**config.mk**
```make
export PLATFORM = sky130hd
export DESIGN_NAME = path_normalizer
export DESIGN_NICKNAME = d
export VERILOG_FILES = /design/src/rtl/core/pn_pkg.sv /design/src/rtl/core/pn_datapath.sv /design/src/rtl/core/pn_ctrl.sv /design/src/rtl/core/path_normalizer.sv
export SDC_FILE = /design/constraint.sdc
export NUM_CORES = 1
export LEC_CHECK = 0
export BUFFER_PORTS_ARGS = -buffer_cell sky130_fd_sc_hd__buf_4
export CAP_MARGIN = 20
export CORE_AREA = 5 5 210 212
export DETAILED_ROUTE_END_ITERATION = 8
export DIE_AREA = 0 0 215 217
export PLACE_DENSITY = 0.76
export SLEW_MARGIN = 30
export SYNTH_ARGS = -nofsm -noshare
export SYNTH_HDL_FRONTEND = slang
export SYNTH_SLANG_ARGS = --single-unit
```
**constraint.sdc**
```tcl
create_clock -name i_clk -period 8.64 [get_ports i_clk]
set_clock_uncertainty 0.15 [all_clocks]
set_input_delay 1.296 -clock i_clk [delete_from_list [all_inputs] [get_ports i_clk]]
set_output_delay 1.296 -clock i_clk [all_outputs]
set_load 0.1 [all_outputs]
```
**src/rtl/core/pn_pkg.sv**
```systemverilog
// ----------------------------------------------------------------------------
// pn_pkg
// Shared types, constants and helpers for the path normalizer.
// ----------------------------------------------------------------------------
package pn_pkg;

    localparam int PATH_MAX    = 64;
    localparam int STORE_DEPTH = 64;
    localparam int ADDR_W      = 6;
    localparam int LEN_W       = 7;

    typedef logic [ADDR_W-1:0] t_addr;
    typedef logic [LEN_W-1:0]  t_len;
    typedef logic [7:0]        t_char;

    localparam logic CMD_CWD = 1'b0;
    localparam logic CMD_REL = 1'b1;

    localparam t_char CH_NUL   = 8'h00;
    localparam t_char CH_SLASH = 8'h2F;
    localparam t_char CH_DOT   = 8'h2E;
    localparam t_char CH_DASH  = 8'h2D;
    localparam t_char CH_UNDER = 8'h5F;
    localparam t_char CH_0     = 8'h30;
    localparam t_char CH_9     = 8'h39;
    localparam t_char CH_UA    = 8'h41;
    localparam t_char CH_UZ    = 8'h5A;
    localparam t_char CH_LA    = 8'h61;
    localparam t_char CH_LZ    = 8'h7A;

    typedef enum logic [1:0] {
        ST_OK       = 2'd0,
        ST_NOT_ABS  = 2'd1,
        ST_BAD_CHAR = 2'd2,
        ST_OVERFLOW = 2'd3
    } t_status;

    typedef enum logic [2:0] {
        FSM_IDLE,
        FSM_WALK_RD,
        FSM_WALK_CHK,
        FSM_FINISH,
        FSM_EMIT_RD,
        FSM_EMIT_OUT,
        FSM_ERR_OUT
    } t_state;

    typedef enum logic [2:0] {
        OP_NONE,
        OP_ACCEPT,
        OP_WALK_READ,
        OP_WALK_STEP,
        OP_WALK_END,
        OP_EMIT_READ,
        OP_EMIT_NEXT,
        OP_CLEAR
    } t_dp_op;

    typedef struct packed {
        t_dp_op op;
        logic   out_err;
    } t_dp_cmd;

    typedef struct packed {
        logic walk;
        logic term;
        logic len_zero;
        logic rd_slash;
        logic emit_err;
        logic emit_last;
    } t_dp_stat;

    function automatic logic legal_char(input t_char c);
        legal_char = (c >= CH_0 && c <= CH_9) || (c >= CH_UA && c <= CH_UZ) ||
                     (c >= CH_LA && c <= CH_LZ) || c == CH_DASH || c == CH_DOT ||
                     c == CH_UNDER;
    endfunction

endpackage

```
**src/rtl/core/pn_datapath.sv**
```systemverilog
// ----------------------------------------------------------------------------
// pn_datapath
// Path store, length and segment registers, and the result beat payload.
// ----------------------------------------------------------------------------
module pn_datapath (
    input  logic             i_clk,
    input  logic             i_rst_n,
    input  pn_pkg::t_dp_cmd  i_cmd,
    input  logic             i_command,
    input  logic [7:0]       i_char_byte,
    output pn_pkg::t_dp_stat o_stat,
    output logic [7:0]       o_out_byte,
    output logic             o_last,
    output logic [1:0]       o_status
);
    import pn_pkg::*;

    t_char   mem [STORE_DEPTH];
    t_char   r_rd_data;

    t_len    r_len, n_len;
    t_len    r_seg, n_seg;
    logic [15:0] r_head, n_head;
    logic    r_rel, n_rel;
    t_status r_err, n_err;
    t_addr   r_k;

    logic    a_we;
    t_addr   a_waddr;
    t_char   a_wdata;
    logic    a_walk;

    t_len    len_m1;
    t_addr   rd_addr;

    // Update for one accepted byte; applied only on OP_ACCEPT.
    always_comb begin
        t_len    el;
        t_status ee;
        logic    fin;
        logic    sch;
        logic [7:0] base;
        logic [7:0] total;
        t_char   ha;
        t_char   hb;

        el      = r_len;
        ee      = r_err;
        fin     = 1'b0;
        sch     = 1'b0;
        n_len   = r_len;
        n_seg   = r_seg;
        n_head  = r_head;
        n_rel   = r_rel;
        a_we    = 1'b0;
        a_waddr = '0;
        a_wdata = i_char_byte;
        a_walk  = 1'b0;
        ha      = r_head[7:0];
        hb      = r_head[15:8];

        if (i_command == CMD_CWD) begin
            if (i_char_byte != CH_NUL) begin
                if (r_rel) begin
                    el     = '0;
                    ee     = ST_OK;
                    n_rel  = 1'b0;
                    n_seg  = '0;
                    n_head = '0;
                end
                if (ee != ST_OK) begin
                    // hold: run already failed
                end else if (el == '0 && i_char_byte != CH_SLASH) begin
                    ee = ST_NOT_ABS;
                end else if (el >= t_len'(PATH_MAX)) begin
                    ee = ST_OVERFLOW;
                end else begin
                    a_we    = 1'b1;
                    a_waddr = el[ADDR_W-1:0];
                    el      = el + t_len'(1);
                end
            end
        end else begin
            if (!r_rel) begin
                n_rel = 1'b1;
                if (ee == ST_OK && el == '0) begin
                    ee = ST_NOT_ABS;
                end
                if (ee == ST_OK && i_char_byte == CH_SLASH) begin
                    a_we    = 1'b1;
                    a_waddr = '0;
                    a_wdata = CH_SLASH;
                    el      = t_len'(1);
                end
            end
            if (i_char_byte == CH_NUL) begin
                fin = 1'b1;
            end else if (ee != ST_OK) begin
                // drop: run already failed
            end else if (i_char_byte == CH_SLASH) begin
                fin = 1'b1;
            end else if (!legal_char(i_char_byte)) begin
                ee = ST_BAD_CHAR;
            end else begin
                sch = 1'b1;
            end
        end

        base = {1'b0, el} + ((el > t_len'(1)) ? 8'd1 : 8'd0);

        if (fin) begin
            n_seg  = '0;
            n_head = '0;
            if (ee == ST_OK && r_seg != '0 && !(r_seg == t_len'(1) && ha == CH_DOT)) begin
                if (r_seg == t_len'(2) && ha == CH_DOT && hb == CH_DOT) begin
                    a_walk = 1'b1;
                end else begin
                    total = base + {1'b0, r_seg};
                    if (total > 8'(PATH_MAX)) begin
                        ee = ST_OVERFLOW;
                    end else begin
                        if (el > t_len'(1)) begin
                            a_we    = 1'b1;
                            a_waddr = el[ADDR_W-1:0];
                            a_wdata = CH_SLASH;
                        end
                        el = total[LEN_W-1:0];
                    end
                end
            end
        end

        // Head characters are stored ahead of time above the path end.
        total = base + {1'b0, r_seg};
        if (sch) begin
            if (r_seg < t_len'(2)) begin
                if (r_seg == '0) begin
                    n_head = {8'h00, i_char_byte};
                end else begin
                    n_head = {i_char_byte, r_head[7:0]};
                end
                if (total < 8'(PATH_MAX)) begin
                    a_we    = 1'b1;
                    a_waddr = total[ADDR_W-1:0];
                end
                n_seg = r_seg + t_len'(1);
            end else if (total >= 8'(PATH_MAX)) begin
                ee = ST_OVERFLOW;
            end else begin
                a_we    = 1'b1;
                a_waddr = total[ADDR_W-1:0];
                n_seg   = r_seg + t_len'(1);
            end
        end

        n_len = el;
        n_err = ee;
    end

    assign len_m1  = r_len - t_len'(1);
    assign rd_addr = (i_cmd.op == OP_WALK_READ) ? len_m1[ADDR_W-1:0] : r_k;

    always_ff @(posedge i_clk) begin
        if (!i_rst_n) begin
            r_len  <= '0;
            r_seg  <= '0;
            r_head <= '0;
            r_rel  <= 1'b0;
            r_err  <= ST_OK;
            r_k    <= '0;
        end else begin
            case (i_cmd.op)
                OP_ACCEPT: begin
                    r_len  <= n_len;
                    r_seg  <= n_seg;
                    r_head <= n_head;
                    r_rel  <= n_rel;
                    r_err  <= n_err;
                end
                OP_WALK_STEP: begin
                    r_len <= len_m1;
                end
                OP_WALK_END: begin
                    if (r_len > t_len'(1)) begin
                        r_len <= len_m1;
                    end
                end
                OP_EMIT_NEXT: begin
                    r_k <= r_k + t_addr'(1);
                end
                OP_CLEAR: begin
                    r_len  <= '0;
                    r_seg  <= '0;
                    r_head <= '0;
                    r_rel  <= 1'b0;
                    r_err  <= ST_OK;
                    r_k    <= '0;
                end
                default: begin
                end
            endcase
        end
    end

    always_ff @(posedge i_clk) begin
        if (i_cmd.op == OP_ACCEPT && a_we) begin
            mem[a_waddr] <= a_wdata;
        end
    end

    always_ff @(posedge i_clk) begin
        if (i_cmd.op == OP_WALK_READ || i_cmd.op == OP_EMIT_READ) begin
            r_rd_data <= mem[rd_addr];
        end
    end

    assign o_stat.walk      = a_walk;
    assign o_stat.term      = (i_command == CMD_REL) && (i_char_byte == CH_NUL);
    assign o_stat.len_zero  = (r_len == '0);
    assign o_stat.rd_slash  = (r_rd_data == CH_SLASH);
    assign o_stat.emit_err  = (r_err != ST_OK) || (r_len == '0);
    assign o_stat.emit_last = (({1'b0, r_k} + t_len'(1)) == r_len);

    assign o_out_byte = i_cmd.out_err ? CH_NUL : r_rd_data;
    assign o_last     = i_cmd.out_err ? 1'b1 : o_stat.emit_last;
    assign o_status   = !i_cmd.out_err ? ST_OK :
                        (r_err != ST_OK) ? r_err : ST_NOT_ABS;

endmodule

```
**src/rtl/core/pn_ctrl.sv**
```systemverilog
// ----------------------------------------------------------------------------
// pn_ctrl
// Sequencer: accept bytes, walk back on parent segments, stream the result.
// ----------------------------------------------------------------------------
module pn_ctrl (
    input  logic             i_clk,
    input  logic             i_rst_n,
    input  logic             i_in_valid,
    input  logic             i_out_ready,
    input  pn_pkg::t_dp_stat i_stat,
    output logic             o_in_ready,
    output logic             o_out_valid,
    output pn_pkg::t_dp_cmd  o_cmd
);
    import pn_pkg::*;

    t_state r_state, n_state;
    logic   r_term, n_term;

    always_ff @(posedge i_clk) begin
        if (!i_rst_n) begin
            r_state <= FSM_IDLE;
            r_term  <= 1'b0;
        end else begin
            r_state <= n_state;
            r_term  <= n_term;
        end
    end

    // Next state.
    always_comb begin
        n_state = r_state;
        n_term  = r_term;
        case (r_state)
            FSM_IDLE: begin
                if (i_in_valid) begin
                    n_term = i_stat.term;
                    if (i_stat.walk) begin
                        n_state = FSM_WALK_RD;
                    end else if (i_stat.term) begin
                        n_state = FSM_FINISH;
                    end
                end
            end
            FSM_WALK_RD: begin
                if (i_stat.len_zero) begin
                    n_state = r_term ? FSM_FINISH : FSM_IDLE;
                end else begin
                    n_state = FSM_WALK_CHK;
                end
            end
            FSM_WALK_CHK: begin
                if (i_stat.rd_slash) begin
                    n_state = r_term ? FSM_FINISH : FSM_IDLE;
                end else begin
                    n_state = FSM_WALK_RD;
                end
            end
            FSM_FINISH: begin
                n_state = i_stat.emit_err ? FSM_ERR_OUT : FSM_EMIT_RD;
            end
            FSM_EMIT_RD: begin
                n_state = FSM_EMIT_OUT;
            end
            FSM_EMIT_OUT: begin
                if (i_out_ready) begin
                    n_state = i_stat.emit_last ? FSM_IDLE : FSM_EMIT_RD;
                end
            end
            FSM_ERR_OUT: begin
                if (i_out_ready) begin
                    n_state = FSM_IDLE;
                end
            end
            default: begin
                n_state = FSM_IDLE;
            end
        endcase
    end

    // Outputs.
    always_comb begin
        o_in_ready    = 1'b0;
        o_out_valid   = 1'b0;
        o_cmd.op      = OP_NONE;
        o_cmd.out_err = 1'b0;
        case (r_state)
            FSM_IDLE: begin
                o_in_ready = 1'b1;
                if (i_in_valid) begin
                    o_cmd.op = OP_ACCEPT;
                end
            end
            FSM_WALK_RD: begin
                o_cmd.op = i_stat.len_zero ? OP_WALK_END : OP_WALK_READ;
            end
            FSM_WALK_CHK: begin
                o_cmd.op = i_stat.rd_slash ? OP_WALK_END : OP_WALK_STEP;
            end
            FSM_EMIT_RD: begin
                o_cmd.op = OP_EMIT_READ;
            end
            FSM_EMIT_OUT: begin
                o_out_valid = 1'b1;
                if (i_out_ready) begin
                    o_cmd.op = i_stat.emit_last ? OP_CLEAR : OP_EMIT_NEXT;
                end
            end
            FSM_ERR_OUT: begin
                o_out_valid   = 1'b1;
                o_cmd.out_err = 1'b1;
                if (i_out_ready) begin
                    o_cmd.op = OP_CLEAR;
                end
            end
            default: begin
            end
        endcase
    end

endmodule

```
**src/rtl/core/path_normalizer.sv**
```systemverilog
// Accept: a plain path byte is taken directly; a ".." segment instead walks the stored path back
//   a character at a time (read, then check) until it stops on a '/' or the path empties.
// Throughput: one input beat per cycle except during a walk-back or emission.
// Terminator: a settle state, then each path beat is read from the store read port before it
//   is offered, or the error beat is offered; input is held off until the last beat is taken.
// Reset (synchronous, i_rst_n low): control and lengths clear; the store is not cleared.
// ----------------------------------------------------------------------------
// path_normalizer
// Lexical path canonicalization: a working directory and a relative path come
// in one byte per beat; the normalized path, or one error beat, goes out.
// ----------------------------------------------------------------------------
module path_normalizer (
    input  logic       i_clk,
    input  logic       i_rst_n,
    // input stream
    input  logic       s_axis_tvalid,
    output logic       s_axis_tready,
    input  logic [7:0] s_axis_tdata,   // [7:0] char_byte
    input  logic       s_axis_tuser,   // [0] command (0 cwd byte, 1 relative byte)
    // result stream
    output logic       m_axis_tvalid,
    input  logic       m_axis_tready,
    output logic [7:0] m_axis_tdata,   // [7:0] out_byte
    output logic       m_axis_tlast,   // last beat of the run
    output logic [1:0] m_axis_tuser    // [1:0] status
);
    import pn_pkg::*;

    t_dp_cmd  dp_cmd;
    t_dp_stat dp_stat;

    // Sequencer: owns the handshakes and steps the datapath through
    // accept, walk-back and emission.
    pn_ctrl u_ctrl (
        .i_clk       (i_clk),
        .i_rst_n     (i_rst_n),
        .i_in_valid  (s_axis_tvalid),
        .i_out_ready (m_axis_tready),
        .i_stat      (dp_stat),
        .o_in_ready  (s_axis_tready),
        .o_out_valid (m_axis_tvalid),
        .o_cmd       (dp_cmd)
    );

    // Datapath: path store with a registered read port, lengths, segment
    // head and the sticky error code; drives the result beat payload.
    pn_datapath u_dp (
        .i_clk       (i_clk),
        .i_rst_n     (i_rst_n),
        .i_cmd       (dp_cmd),
        .i_command   (s_axis_tuser),
        .i_char_byte (s_axis_tdata),
        .o_stat      (dp_stat),
        .o_out_byte  (m_axis_tdata),
        .o_last      (m_axis_tlast),
        .o_status    (m_axis_tuser)
    );

    // One item at a time: never take input while a result beat is offered.
    a_no_overlap: assert property (@(posedge i_clk) disable iff (!i_rst_n)
        !(s_axis_tready && m_axis_tvalid))
        else $error("input ready while result pending");

    // An error beat is a single, final, zero beat.
    a_err_beat: assert property (@(posedge i_clk) disable iff (!i_rst_n)
        (m_axis_tvalid && m_axis_tuser != ST_OK) |-> (m_axis_tlast && m_axis_tdata == CH_NUL))
        else $error("error beat not final or not zero");

    // After the last beat of a run the block returns to taking input.
    a_run_done: assert property (@(posedge i_clk) disable iff (!i_rst_n)
        (m_axis_tvalid && m_axis_tready && m_axis_tlast) |=> s_axis_tready)
        else $error("block not idle after last beat");

endmodule
```
==> flow_summary.ini, run 1 <==
[route]
drc = 0
vias_per_cell = 6.58
avgRoutedWirePerCell_um = 24.5
firstDrtPassIters = 6
drt_wl_total_um = 64000
drt_iter0_drc = 2321
vias = 17200
antenna_left = 0

[timing]
finalWorstSetupSlack_ns = 1.36
fin_tns_setup_ns = 0
fmax_mhz = 137
period_share_pct = 84.3
setup_viol_count_final = 0
slew_headroom_pct = 34.1
slew_viol_final = 0
hold_viol = 0
rsz0062_at_grt = no
worst_hold_slack_ns = 0.309
worst_pin_slew_ns = 0.989
final.min_clock_period_ns = 7.28

[logic_synthesis]
yosys.area.top_type = edfxtp_1
synthAdderAreaFrac_pct = 0.916
synth_mux_area_share_pct = 2.87
yosys_warnings = 0
synth.avg_cell_area_um2 = 12.4
yosys.area_share.xor_xnor_pct = 0.528
ys_top_cells_by_area = edfxtp_1 63%, nand2_1 6.7%, dfxtp_1 3.5%
synth_top_family_by_area = simple AND/OR/NAND/NOR gates
synth-simple-area-share_pct = 18.4
synth_nets = 2040
synth_area_um2 = 24900
postSynth.asyncResetShare_pct = 0
synth_compound_area_share_pct = 8.40
synth-main-ff-cell = edfxtp_1
yosysTopAreaCellShare_pct = 62.8
synth_edf_count = 520
synthCells = 2010
synth_cell_type_count = 99
ys_seq_area_share_pct = 66.2
ys_ff_latch = 563

[worst_setup_path]
critPathMaxFanout = 24
worstSetupEndpointType = flip-flop
worstPathArrival_ns = 7.37
cp.buffers_inverters = 1
crit_path_frequent_cell = fa_1
startpoint_type = input pin
required_ns = 8.72
critPathTopFamily = simple AND/OR/NAND/NOR gates
cp_slowest_stage_delay_ns = 0.75
crit_type = input pin to flip-flop
crit_chain = buf_4 > or4_4 > o21ai_2 > nor2_1 > mux2_1 > a32o_2 > nand4b_4 > fa_1 > fa_1 > xor2_1 > or3_1 > o41ai_1 > and3_1 > a21bo_2 > nand3_1 > nor3_2
critical_path.slowest_cell = nor3_2

[placement]
hpwl_um = 38700
dp_cells = 2508
routabilityCongestion = 0.924
portBuffers = 25
pre_cts_ws_ns = 0.747

[power_and_ir_drop]
power_per_cell_area_nw_per_um2 = 254
power.total_mw = 7.02
power_leakage_nw = 9.41
irDropWorstVdd_v = 0.000153

[run]
cap_violations = 0

[die]
io_pins = 26
dieArea_um2 = 46700
rows = 75
die_y_um = 217
core_um2 = 41800
die_w_um = 215
initial_utilization_pct = 59.6

[cts]
cts_tree = built
clock_tree.htree_level_count = 2
clk_latency_ns = 0.62
cts_hold_buf = 0
cts.sinks = 563
post-cts-setup-buffer-count = 0
cts_resized = 0
cts_made_buffers = 56
root_buffer = clkbuf_16
cts_buffer_depth = 3
path_clk_slew_ns = 0.06

[global_route]
overflow = 0
gr-usage-all-layers_pct = 27.0
antenna_found_initial = 0
grt_first_pass_wirelength_um = 98400
grt_max_degree = 193
grt_pass1_vias = 16400

[status]
status = finished clean

[cells_and_area]
stdcell_count = 2611
syn2layout_area_growth_pct = 11.1
fin_nets = 2057
drive_gt1_share_pct = 12.3

[hold_path]
hold_path.class = flip-flop to flip-flop
-- cells in the mapped netlist (22+ instances only) --
cell type,number
mux2i_1,68
nor3_1,59
nand3_1,170
inv_1,22
nand2_1,445
a32oi_1,67
clkbuf_1,81
edfxtp_1,520
nor2_1,35
nor3_2,23
nand4_1,81
o21ai_0,27
dfxtp_1,43
buf_2,26
a21oi_1,49
-- worst register-to-register path: cells and delay by family, from the launching register on --
kind / cells / cell delay, ns
and+or+nand+nor: 8 / 3.24
adders and majority gates: 3 / 1.30
AOI/OAI and AO/OA: 3 / 1.13
DFF: 1 / 0.67
xor gates and xnor gates: 1 / 0.20
buffers and inverters: 1 / 0.19
-- area by class of cell --
class / instances / area, um^2
diodes: 2 / 5.00
clock buffers: 66 / 1480
clock inverters: 35 / 272
fillers: 2983 / 14100
inverters: 22 / 82.6
multi-input cells: 1297 / 7890
flip-flops and latches: 563 / 16500
well taps: 539 / 674
repair buffers: 87 / 744
-- cells by family after synthesis --
kind of cell,count (synthesis)
DFF,563
xor gates and xnor gates,15
muxes,71
AOI/OAI and AO/OA,270
adders and majority gates,17
and+or+nand+nor,924
buffers and inverters,150
-- layout by cell type (no fill, tap or decap), types with 17 or more instances in the layout --
| master | count |
|---|---|
| edfxtp_1 | 520 |
| nand2_1 | 445 |
| nand3_1 | 170 |
| nand4_1 | 81 |
| buf_4 | 79 |
| a32oi_1 | 67 |
| mux2i_1 | 66 |
| clkbuf_16 | 58 |
| nor3_1 | 51 |
| a21oi_1 | 49 |
| dfxtp_1 | 43 |
| nor2_1 | 35 |
| nor3_2 | 31 |
| o21ai_0 | 27 |
| inv_1 | 22 |
| clkinv_1 | 19 |
| and2_1 | 17 |
-- path summary, 6_finish.rpt --
kind	to	cells past startpoint	slack, ns	start
worst max register to register	u_dp.mem[18][3]	16	1.37	u_dp.r_len[1]
worst min-delay path	u_dp.r_head[7]	1	0.31	u_dp.r_head[7]
worst min register to register	u_dp.r_head[7]	1	0.31	u_dp.r_head[7]
worst max-delay path	u_dp.mem[18][3]	16	1.36	s_axis_tdata[4]
-- state kept, by name (all words and copies together) (netlist names), 2 cells and up --
| signal | cells |
|---|---|
| u_dp.mem | 512 |
| u_dp.r_head | 16 |
| u_dp.r_rd_data | 8 |
| u_ctrl.r_state | 3 |
| u_dp.r_seg | 7 |
| u_dp.r_len | 7 |
| u_dp.r_k | 6 |
| u_dp.r_err | 2 |
-- power by group --
group	internal (mW)	switching [mW]
logic	0.478	1.10
clock network	1.33	0.996
registers	3.03	0.0849
-- layer usage --
metal  up-vias  routed length, um  GRT usage (%)
met2       977              29900           43.4
met3       151               6110           5.11
met4         0               2440           9.56
met5         -                  0              0
li1       7657                  -              -
met1      8387              25600           37.7
-- stage by stage --
stage               cell area, um^2  util (%)
floorplan                     24900         -
global route                  27600      66.1
global placement              25800      61.8
detailed placement            25800      61.9
CTS                           27600      66.1
finish                        27600      66.1
Power figures use the tool's default switching activity.
==> run 2: changes to the inputs <==
--- a/config.mk
+++ b/config.mk
@@ -7,10 +7,10 @@
 export LEC_CHECK = 0
 export BUFFER_PORTS_ARGS = -buffer_cell sky130_fd_sc_hd__buf_4
 export CAP_MARGIN = 20
-export CORE_AREA = 5 5 210 212
+export CORE_AREA = 5 5 215 217
 export DETAILED_ROUTE_END_ITERATION = 8
-export DIE_AREA = 0 0 215 217
-export PLACE_DENSITY = 0.76
+export DIE_AREA = 0 0 220 222
+export PLACE_DENSITY = 0.75
 export SLEW_MARGIN = 30
 export SYNTH_ARGS = -nofsm -noshare
 export SYNTH_HDL_FRONTEND = slang
==> constraint.sdc (replaced) <==
create_clock -name i_clk -period 6.35 [get_ports i_clk]
set_clock_uncertainty 0.15 [all_clocks]
set_input_delay 0.9525 -clock i_clk [delete_from_list [all_inputs] [get_ports i_clk]]
set_output_delay 0.9525 -clock i_clk [all_outputs]
set_load 0.1 [all_outputs]
==> flow_summary.ini, run 2 (synthesized netlist as in run 1, its figures left out) <==
[die]
initial_utilization_pct = 56.6
die_w_um = 220
rows = 77
io_pins = 26
dieArea_um2 = 48800
core_um2 = 43900
die_y_um = 222

[worst_setup_path]
startpoint_type = flip-flop
crit_type = flip-flop to flip-flop
r2r_cells = 17
critPathMaxFanout = 8
worstSetupEndpointType = flip-flop
required_ns = 6.49
r2r_setup_slack_ns = 0.36
worstReg2RegEnd = u_dp.mem[51][7]
worstPathArrival_ns = 6.14
worstReg2RegStart = u_dp.r_len[0]

[hold_path]
hold_path.class = flip-flop to flip-flop
min_from = u_dp.r_head[2]
min_to = u_dp.r_head[2]
min_delay_path_depth = 2

[cells_and_area]
fillers = 3079
final_cell_mix = 520 x edfxtp_1, 445 x nand2_1, 170 x nand3_1, 161 x buf_4, 81 x nand4_1
final_common_cell = edfxtp_1
syn2layout_area_growth_pct = 17.5
largest-register = u_dp.mem
largest_reg_flops = 512
drive_gt1_share_pct = 18.4
fin_nets = 2169
largestRegisters = u_dp.mem: 512 flops, u_dp.r_head: 16 flops, u_dp.r_rd_data: 8 flops
stdcell_count = 2780

[route]
drc = 0
avgRoutedWirePerCell_um = 24.0
antenna_left = 0
drt_wl_total_um = 66800
vias = 17800
drt_iter0_drc = 2210
firstDrtPassIters = 6
vias_per_cell = 6.40

[placement]
dp_cells = 2669
portBuffers = 25
hpwl_um = 42100
routabilityCongestion = 0.956

[timing]
setup_viol_count_final = 0
hold_viol = 0
period_share_pct = 94.4
final.min_clock_period_ns = 5.99
slew_viol_final = 0
fin_tns_setup_ns = 0
fmax_mhz = 167
worst_pin_slew_ns = 1.01
worst_hold_slack_ns = 0.310
slew_headroom_pct = 32.1
rsz0062_at_grt = no

[global_route]
overflow = 0
grt_max_degree = 149
grt_pass1_vias = 17100
antenna_found_initial = 2
gr-usage-all-layers_pct = 27.0
grt_first_pass_wirelength_um = 101000

[status]
status = finished clean

[cts]
clk_latency_ns = 0.64
root_buffer = clkbuf_16
cts_buffer_depth = 3
cts.sinks = 563
cts_hold_buf = 0
clock_tree.htree_level_count = 2
cts_made_buffers = 56
cts_tree = built
path_clk_slew_ns = 0.06

[power_and_ir_drop]
irDropWorstVdd_v = 0.000316
power_leakage_nw = 10.3
power_per_cell_area_nw_per_um2 = 343

[run]
cap_violations = 0
==> run 2: timing repair <==
action / in CTS / in global routing
setup buffers: 0 / 4
setup endpoints to repair: 0 / 60
gates resized for setup: 0 / 1
==> run 2: through the flow <==
stage	power, mW	utilization [%]	setup WS [ns]	cell area (um^2)
6_report	10.0	66.5	0.357	29200
5_1_grt	10.4	66.5	0.0799	29200
4_1_cts	10.0	66.4	0.339	29200
3_5_place_dp	6.73	62.1	-0.0847	27300
3_3_place_gp	6.68	62.1	0.00114	27300
2_1_floorplan	5.84	-	-0.148	25100
==> run 2: layout make-up <==
| class | count | area, um^2 | share of cell area [%] |
|---|---|---|---|
| diodes | 1 | 2.50 | 0.00856 |
| clock buffers | 64 | 1450 | 4.97 |
| clock inverters | 42 | 408 | 1.40 |
| inverters | 22 | 82.6 | 0.283 |
| multi-input cells | 1297 | 8100 | 27.7 |
| flip-flops and latches | 563 | 16500 | 56.4 |
| well taps | 592 | 741 | 2.53 |
| repair buffers | 199 | 1970 | 6.74 |
==> run 2: worst max path at each step <==
stage / startpoint / endpoint / slack [ns] / cells past startpoint
2_1_floorplan: s_axis_tdata[1] / u_dp.mem[10][0] / -0.15 / 17
3_3_place_gp: s_axis_tdata[4] / u_dp.mem[12][1] / 0.001 / 17
4_1_cts: u_dp.r_len[0] / u_dp.mem[4][7] / 0.34 / 18
3_5_place_dp: s_axis_tdata[3] / u_dp.mem[51][2] / -0.08 / 18
6_report: u_dp.r_len[0] / u_dp.mem[51][7] / 0.36 / 17
5_1_grt: u_dp.r_len[0] / u_dp.mem[51][7] / 0.08 / 18
==> run 2: where the power goes <==
group          leakage [nW]  internal, mW  switching [mW]
Sequential             5.02          4.12          0.0811
Clock                 0.901          1.90            1.42
Combinational          4.36         0.851            1.66
Total                  10.3          6.87            3.16
==> run 2: critical path, cell delays in order, from the launching register on <==
cell and delay, ns:
dfxtp_1 0.50, inv_1 0.12, ha_1 0.31, and3_1 0.29, or4_4 0.54, a32o_2 0.30, nand4b_4 0.18, fa_1 0.45
fa_1 0.45, a211oi_2 0.27, nor4b_1 0.10, or3_4 0.40, nor4_4 0.30, a22oi_1 0.17, a21boi_2 0.19, or3_1 0.41
buf_12 0.17, nor3_4 0.38
==> run 2: layer usage <==
| layer | global-route usage [%] | vias to the layer above | part of all wire (%) |
|---|---|---|---|
| li1 | - | 7883 | - |
| met1 | 36.6 | 8626 | 38 |
| met2 | 42.0 | 1065 | 47 |
| met3 | 6.43 | 213 | 11 |
| met4 | 11.9 | 0 | 5.1 |
| met5 | 0 | - | 0 |
